--- src/sv/rhsv_pkg.sv ---
`default_nettype none

package rhsv_pkg;

    localparam int CH_W      = 8;
    localparam int NUM_CELLS = CH_W;   // one quotient bit per cell
    localparam int NUM_LANES = 2;
    localparam int LANE_SAT  = 0;
    localparam int LANE_HUE  = 1;

    localparam logic [CH_W:0] DEG_RED_WRAP   = 9'd360;
    localparam logic [CH_W:0] DEG_GREEN_BASE = 9'd120;
    localparam logic [CH_W:0] DEG_BLUE_BASE  = 9'd240;

    typedef enum logic [1:0] {
        SEC_GREY  = 2'd0,
        SEC_RED   = 2'd1,
        SEC_GREEN = 2'd2,
        SEC_BLUE  = 2'd3
    } t_sector;

    // One restoring divider lane: partial remainder, numerator/quotient shifter, divisor.
    typedef struct packed {
        logic [CH_W-1:0] rem;
        logic [CH_W-1:0] sh;
        logic [CH_W-1:0] div;
    } t_lane;

    typedef t_lane [NUM_LANES-1:0] t_lanes;

    // Data that rides along the chain untouched.
    typedef struct packed {
        logic [CH_W-1:0] bright;
        t_sector         sector;
        logic            neg;
    } t_side;

endpackage

`default_nettype wire

--- src/sv/rhsv_front.sv ---
`default_nettype none

module rhsv_front
    import rhsv_pkg::*;
(
    input  logic            i_clk,
    input  logic            i_rst_n,
    input  logic            i_valid,
    input  logic [CH_W-1:0] i_red,
    input  logic [CH_W-1:0] i_green,
    input  logic [CH_W-1:0] i_blue,
    output logic            o_valid,
    output t_side           o_side,
    output t_lanes          o_lanes
);

    logic              r_valid;
    t_side             r_side;
    t_lanes            r_lanes;
    t_side             n_side;
    t_lanes            n_lanes;
    logic [CH_W-1:0]   w_max;
    logic [CH_W-1:0]   w_min;
    logic [CH_W-1:0]   w_delta;
    logic [CH_W:0]     w_diff;
    logic [CH_W-1:0]   w_mag;
    logic [2*CH_W-1:0] w_sat_num;
    logic [2*CH_W-1:0] w_hue_num;
    logic              w_r_top;
    logic              w_g_top;

    always_comb begin
        w_r_top = (i_red >= i_green) && (i_red >= i_blue);
        w_g_top = (i_green >= i_blue);
        if (w_r_top) begin
            w_max = i_red;
        end else if (w_g_top) begin
            w_max = i_green;
        end else begin
            w_max = i_blue;
        end
        if ((i_red <= i_green) && (i_red <= i_blue)) begin
            w_min = i_red;
        end else if (i_green <= i_blue) begin
            w_min = i_green;
        end else begin
            w_min = i_blue;
        end
        w_delta = w_max - w_min;

        // Pick the sector and the signed channel difference for it.
        if (w_delta == '0) begin
            n_side.sector = SEC_GREY;
            w_diff        = '0;
        end else if (w_r_top) begin
            n_side.sector = SEC_RED;
            w_diff        = {1'b0, i_green} - {1'b0, i_blue};
        end else if (w_g_top) begin
            n_side.sector = SEC_GREEN;
            w_diff        = {1'b0, i_blue} - {1'b0, i_red};
        end else begin
            n_side.sector = SEC_BLUE;
            w_diff        = {1'b0, i_red} - {1'b0, i_green};
        end
        n_side.neg    = w_diff[CH_W];
        n_side.bright = w_max;
        w_mag         = w_diff[CH_W] ? w_min - w_max + w_delta - w_diff[CH_W-1:0]
                                     : w_diff[CH_W-1:0];

        // 255*delta and 60*|diff| by shift and subtract.
        w_sat_num = {w_delta, {CH_W{1'b0}}} - {{CH_W{1'b0}}, w_delta};
        w_hue_num = {2'b00, w_mag, 6'b0} - {6'b0, w_mag, 2'b00};

        n_lanes[LANE_SAT].rem = w_sat_num[2*CH_W-1:CH_W];
        n_lanes[LANE_SAT].sh  = w_sat_num[CH_W-1:0];
        n_lanes[LANE_SAT].div = w_max;
        n_lanes[LANE_HUE].rem = w_hue_num[2*CH_W-1:CH_W];
        n_lanes[LANE_HUE].sh  = w_hue_num[CH_W-1:0];
        n_lanes[LANE_HUE].div = w_delta;
    end

    always_ff @(posedge i_clk) begin
        if (!i_rst_n) begin
            r_valid <= 1'b0;
        end else begin
            r_valid <= i_valid;
        end
        r_side  <= n_side;
        r_lanes <= n_lanes;
    end

    assign o_valid = r_valid;
    assign o_side  = r_side;
    assign o_lanes = r_lanes;

endmodule

`default_nettype wire

--- src/sv/rhsv_cell.sv ---
`default_nettype none

module rhsv_cell
    import rhsv_pkg::*;
(
    input  logic   i_clk,
    input  logic   i_rst_n,
    input  logic   i_valid,
    input  t_side  i_side,
    input  t_lanes i_lanes,
    output logic   o_valid,
    output t_side  o_side,
    output t_lanes o_lanes
);

    logic          r_valid;
    t_side         r_side;
    t_lanes        r_lanes;
    t_lanes        n_lanes;
    logic [CH_W:0] w_trial [NUM_LANES];
    logic [CH_W:0] w_sub   [NUM_LANES];
    logic          w_ge    [NUM_LANES];

    // One restoring division step per lane: shift in a numerator bit, try the subtract.
    always_comb begin
        for (int l = 0; l < NUM_LANES; l++) begin
            w_trial[l] = {i_lanes[l].rem, i_lanes[l].sh[CH_W-1]};
            w_sub[l]   = w_trial[l] - {1'b0, i_lanes[l].div};
            w_ge[l]    = (w_trial[l] >= {1'b0, i_lanes[l].div});
            n_lanes[l].rem = w_ge[l] ? w_sub[l][CH_W-1:0] : w_trial[l][CH_W-1:0];
            n_lanes[l].sh  = {i_lanes[l].sh[CH_W-2:0], w_ge[l]};
            n_lanes[l].div = i_lanes[l].div;
        end
    end

    always_ff @(posedge i_clk) begin
        if (!i_rst_n) begin
            r_valid <= 1'b0;
        end else begin
            r_valid <= i_valid;
        end
        r_side  <= i_side;
        r_lanes <= n_lanes;
    end

    assign o_valid = r_valid;
    assign o_side  = r_side;
    assign o_lanes = r_lanes;

endmodule

`default_nettype wire

--- src/sv/rhsv_back.sv ---
`default_nettype none

module rhsv_back
    import rhsv_pkg::*;
(
    input  logic            i_clk,
    input  logic            i_rst_n,
    input  logic            i_valid,
    input  t_side           i_side,
    input  t_lanes          i_lanes,
    output logic            o_strobe,
    output logic [CH_W-1:0] o_hue,
    output logic [CH_W-1:0] o_saturation,
    output logic [CH_W-1:0] o_brightness
);

    logic            r_strobe;
    logic [CH_W-1:0] r_hue;
    logic [CH_W-1:0] r_sat;
    logic [CH_W-1:0] r_bright;
    logic [CH_W-1:0] n_sat;
    logic [CH_W:0]   w_q;
    logic [CH_W:0]   w_qc;
    logic [CH_W:0]   w_deg;

    always_comb begin
        w_q  = {1'b0, i_lanes[LANE_HUE].sh};
        // Ceiling of the quotient for negative floor divisions.
        w_qc = w_q + {{CH_W{1'b0}}, (i_lanes[LANE_HUE].rem != '0)};
        case (i_side.sector)
            SEC_RED: begin
                if (i_side.neg && (w_q != '0)) begin
                    w_deg = DEG_RED_WRAP - w_q;
                end else begin
                    w_deg = w_q;
                end
            end
            SEC_GREEN: w_deg = i_side.neg ? DEG_GREEN_BASE - w_qc : DEG_GREEN_BASE + w_q;
            SEC_BLUE:  w_deg = i_side.neg ? DEG_BLUE_BASE - w_qc : DEG_BLUE_BASE + w_q;
            default:   w_deg = '0;
        endcase
        n_sat = (i_side.bright == '0) ? '0 : i_lanes[LANE_SAT].sh;
    end

    always_ff @(posedge i_clk) begin
        if (!i_rst_n) begin
            r_strobe <= 1'b0;
        end else begin
            r_strobe <= i_valid;
        end
        r_hue    <= w_deg[CH_W:1];
        r_sat    <= n_sat;
        r_bright <= i_side.bright;
    end

    assign o_strobe     = r_strobe;
    assign o_hue        = r_hue;
    assign o_saturation = r_sat;
    assign o_brightness = r_bright;

endmodule

`default_nettype wire

--- src/sv/rgb_to_hsv_8bit_unit.sv ---
// RGB to HSV converter, 8 bits per channel, hue in two-degree steps (0..179).
//
// Input: drive i_red, i_green, i_blue and raise start; the pixel transfers at
// every rising edge with start high and busy low. busy stays low, so a new
// pixel may transfer in every cycle: one pixel per clock sustained.
// Output: o_hue, o_saturation, o_brightness are valid for exactly one cycle
// while o_strobe is high. There is no backpressure; the receiver must take
// each result in the cycle it appears.
// Each pixel passes the input stage, the eight division cells and the output
// stage, each of them registered; results leave in transfer order.
// Structure: an input stage finds max, min, delta, hue sector and scales the
// numerators (255*delta, 60*|diff|); a row of eight identical cells then
// runs two restoring dividers side by side, one quotient bit per cell; an
// output stage folds the hue quotient into degrees, halves it and clears
// saturation when brightness is zero.
// Reset (i_rst_n low, synchronous): clear all valid flags in the chain, so
// no strobe appears for pixels in flight; data registers are not reset.

`default_nettype none

module rgb_to_hsv_8bit_unit
    import rhsv_pkg::*;
(
    input  logic            i_clk,
    input  logic            i_rst_n,
    input  logic            start,
    output logic            busy,
    input  logic [CH_W-1:0] i_red,
    input  logic [CH_W-1:0] i_green,
    input  logic [CH_W-1:0] i_blue,
    output logic            o_strobe,
    output logic [CH_W-1:0] o_hue,
    output logic [CH_W-1:0] o_saturation,
    output logic [CH_W-1:0] o_brightness
);

    logic   c_valid [NUM_CELLS+1];
    t_side  c_side  [NUM_CELLS+1];
    t_lanes c_lanes [NUM_CELLS+1];

    // The pipeline never stalls, so accept a pixel in every cycle.
    assign busy = 1'b0;

    rhsv_front u_front (
        .i_clk   (i_clk),
        .i_rst_n (i_rst_n),
        .i_valid (start && !busy),
        .i_red   (i_red),
        .i_green (i_green),
        .i_blue  (i_blue),
        .o_valid (c_valid[0]),
        .o_side  (c_side[0]),
        .o_lanes (c_lanes[0])
    );

    // Division row: each cell retires one quotient bit of both dividers.
    for (genvar k = 0; k < NUM_CELLS; k++) begin : g_cell
        rhsv_cell u_cell (
            .i_clk   (i_clk),
            .i_rst_n (i_rst_n),
            .i_valid (c_valid[k]),
            .i_side  (c_side[k]),
            .i_lanes (c_lanes[k]),
            .o_valid (c_valid[k+1]),
            .o_side  (c_side[k+1]),
            .o_lanes (c_lanes[k+1])
        );
    end

    rhsv_back u_back (
        .i_clk        (i_clk),
        .i_rst_n      (i_rst_n),
        .i_valid      (c_valid[NUM_CELLS]),
        .i_side       (c_side[NUM_CELLS]),
        .i_lanes      (c_lanes[NUM_CELLS]),
        .o_strobe     (o_strobe),
        .o_hue        (o_hue),
        .o_saturation (o_saturation),
        .o_brightness (o_brightness)
    );

endmodule

`default_nettype wire

--- config.mk ---
export PLATFORM = sky130hd
export DESIGN_NAME = rgb_to_hsv_8bit_unit
export DESIGN_NICKNAME = d
export VERILOG_FILES = /design/src/sv/rhsv_pkg.sv /design/src/sv/rhsv_front.sv /design/src/sv/rhsv_cell.sv /design/src/sv/rhsv_back.sv /design/src/sv/rgb_to_hsv_8bit_unit.sv
export SDC_FILE = /design/constraint.sdc
export NUM_CORES = 1
export LEC_CHECK = 0
export CAP_MARGIN = 5
export CORE_ASPECT_RATIO = 1.5
export CORE_UTILIZATION = 35
export CTS_CLUSTER_SIZE = 14
export DETAILED_ROUTE_END_ITERATION = 10
export DONT_BUFFER_PORTS = 1
export HOLD_SLACK_MARGIN = 0.05
export PLACE_DENSITY = 0.56
export RECOVER_POWER = 100
export SKIP_LAST_GASP = 1
export SLEW_MARGIN = 20
export SYNTH_ARGS = -nofsm -noshare
export SYNTH_HDL_FRONTEND = slang
export SYNTH_SLANG_ARGS = --single-unit
--- constraint.sdc ---
create_clock -name i_clk -period 27.9 [get_ports i_clk]
set_input_delay 5.58 -clock i_clk [delete_from_list [all_inputs] [get_ports i_clk]]
set_output_delay 5.58 -clock i_clk [all_outputs]
set_load 0.05 [all_outputs]
==> metrics.md <==
| Metric | Value |
|---|---|
| Commonest cells after routing, fill and taps aside | 453 x dfxtp_1, 250 x inv_1, 188 x o21ai_0 |
| Maxcap violations | 0 |
| Final WL | 40,900 µm |
| Number of synthesized flops with an enable pin | 0 |
| Critical path endpoint category | flop |
| Bufs and invs on worst path | 4 |
| CP Max Fanout | 24 |
| Top_reg_cell synth | dfxtp_1 |
| Final cycle utilization of the critical path | 55.6% |
| Max Freq | 0.0645 GHz |
| Cell count after synthesis | 2,095 |
| Chip width | 197 µm |
| Ant diodes | 0 |
| Worst Tran Pin Value | 1310 ps |
| Final Slew Violations | 0 |
| Setup CP Type | in -> reg |
| Hold_buf cts | 0 |
| Skew-Pair Late Insertion Delay | 550 ps |
| Total global-route track usage | 14.3% |
| Fraction of layout instances using a drive strength above 1 | 4.32% |
| Placed standard-cell area | 0.0208 mm² |
| Worst min path class | reg -> reg |
| Final number of setup-violating endpoints | 0 |
| DR WL/cell | 14.2 µm |
| Num rows | 106 |
| FILL cells | 5,532 |
| Initial DRT Pass Iterations | 5 |
| DP HPWL | 32,700 µm |
| Post CTS Setup Buffer Count | 0 |
| DRC errors left | 0 |
| H-tree depth | 2 |
| Starting Density | 35.6% |
| Largest stage delay on the critical path | 1100 ps |
| Vias | 13,800 |
| Synth Area per Inst | 9.54 µm² |
| Unrepaired setup endpoints after global routing | false |
| Setup WS post-layout | 12,390 ps |
| CTS tree | built |
| Yosys reg bits | 453 |
| Fin. Hold Viols | 0 |
| Routability cong. | 0.935 |
| Buffers added on ports | 0 |
| Placement Setup Slack | 13,250 ps |
| Critical path arrival | 15,940 ps |
| Io pins | 53 |
| Post-Route Skew | 27.8 ps |
| Sequential area share after synthesis | 45.4% |
| Reg clk slew, reported paths | 60 ps |
| TNS Setup | 0 ps |
| Full die area | 0.0581 mm² |
| Tmin final | 15,510 ps |
| Startpoint types | input pin |
| Post-route ant nets | 0 |
| Fin nets | 2,344 |
| Req. time, crit path | 28,320 ps |
| Resized cells post-CTS | 0 |
| GRT Residual Overflow | 0 |
| Number of global-route vias before repair | 14,400 |
| Synthesis-to-layout area growth | 10.2% |
| Mapped Nets | 2,337 |
| Largest net degree at the start of global routing | 25 |
| Post-synthesis instance area | 0.0200 mm² |
| Family with the most delay on the worst path | compound AO/OA/AOI/OAI gates |
| CTS sink count | 453 |
| Count of cell types in the netlist | 80 |
| CTS Buf Count | 42 |
| Via density | 4.80 |
| Status | finished, final reports clean |
| Slew HR | 11.8% |
| Vert. Die Dim | 295 µm |
| Ys Warns | 0 |
| Hold Slack | 312 ps |
| CORE AREA | 0.0561 mm² |
| First-pass GRT wire length | 67,100 µm |
| Deepest clock path buffer count | 3 |
| Asr flop ratio synth | 0% |
| Root Driver | clkbuf_16 |
| Number of DRC markers in iteration 0 | 351 |
| Post-Layout Inst Area | 0.0220 mm² |
| Crit-path slowest cell | o311ai_0 |
| Commonest non-fill, non-tap cell in the layout | dfxtp_1 |
| Initial antenna violation count | 0 |
| Crit path top cell by count | ha_1 |
==> worst paths after layout <==
path | startpoint | endpoint | depth (start not counted) | slack (ps)
max | i_blue[1] | u_front.o_lanes[45] | 34 | 12390
min | g_cell[6].u_cell.o_lanes[33] | g_cell[7].u_cell.o_lanes[34] | 0 | 310
max reg2reg | g_cell[4].u_cell.o_lanes[25] | g_cell[5].u_cell.o_lanes[42] | 14 | 24480
min reg2reg | g_cell[6].u_cell.o_lanes[33] | g_cell[7].u_cell.o_lanes[34] | 0 | 310
==> cells by family (layout without fill, tap and decap cells) <==
logic type,count (synthesis),in the layout,synth area share [%]
AOI/OAI and AO/OA,432,432,13.5
DFF,453,453,45.4
other,1,1,0.0188
adders and majority gates,216,216,14.7
buffers and inverters,294,328,5.57
muxes,25,25,1.42
xor gates and xnor gates,124,124,5.54
and+or+nand+nor,550,550,13.9
==> cells in the mapped netlist (all sizes together) (7+ instances only) <==
cell type,instances,share of area [%]
o21ai,192,4.8
o31ai,29,1.1
nand3,31,0.80
xnor2,68,3.0
a21oi,83,2.1
and2,53,1.7
nand2,157,2.9
buf,7,0.18
fa,32,3.2
nand2b,48,1.5
ha,183,11
a211oi,8,0.35
or4,16,0.60
mux2,7,0.39
xor2,55,2.4
nor3,10,0.28
nand4,31,0.97
inv,251,4.7
nor2,112,2.1
o211a,14,0.70
o21bai,8,0.30
and3,7,0.24
clkbuf,36,0.68
a21o,44,1.7
mux2i,16,0.80
or2,8,0.25
dfxtp,453,45
nor4,8,0.25
nor2b,51,1.6
==> metal layers <==
layer  track usage (%)  wire [µm]  share of wire (%)
met2              29.7      22800                 56
met1              12.4      14300                 35
met4              8.58       2330                5.7
met3              2.21       1410                3.5
met5                 0          0                  0
==> stage by stage <==
stage          utilization, %  std cells
3_3_place_gp             37.1       2813
3_5_place_dp             37.1       2813
4_1_cts                  39.4       2884
2_1_floorplan               -       2095
5_1_grt                  39.3       2885
6_report                 39.3       2885
==> worst register-to-register path: stages (launching register included) <==
cell      delay [ps]
dfxtp_1          370
inv_1             60
ha_1             290
nor2b_1          130
o21ai_0          180
nand2b_1         100
and2_0           170
o21ai_0          180
nand2b_1         110
and2_0           170
o21ai_0          190
inv_1             70
o21ai_0          210
nor2b_1          810
o21ai_0          210
==> cell type report <==
cell class | count | area [µm²] | area share [%]
clock buffer | 57 | 1160 | 5.25
tap | 756 | 946 | 4.29
timing repair buffer | 6 | 30.0 | 0.136
multi-input combinational | 1348 | 9780 | 44.4
sequential | 453 | 9070 | 41.2
clock inverter | 14 | 101 | 0.460
inverter | 251 | 942 | 4.28
==> registers in the layout (all words and copies together) (netlist names) <==
signal and cells:
u_front.o_side 11, u_front.o_valid 1, g_cell.u_cell.o_valid 8, u_back.o_saturation 8, u_back.o_brightness 8, u_front.o_lanes 36, u_back.o_strobe 1, g_cell.u_cell.o_lanes 292
u_back.o_hue 8, g_cell.u_cell.o_side 80
Power is left out: the tool's default activity adds up to more than one toggle a clock period on the data nets, which glitch-free logic cannot reach.
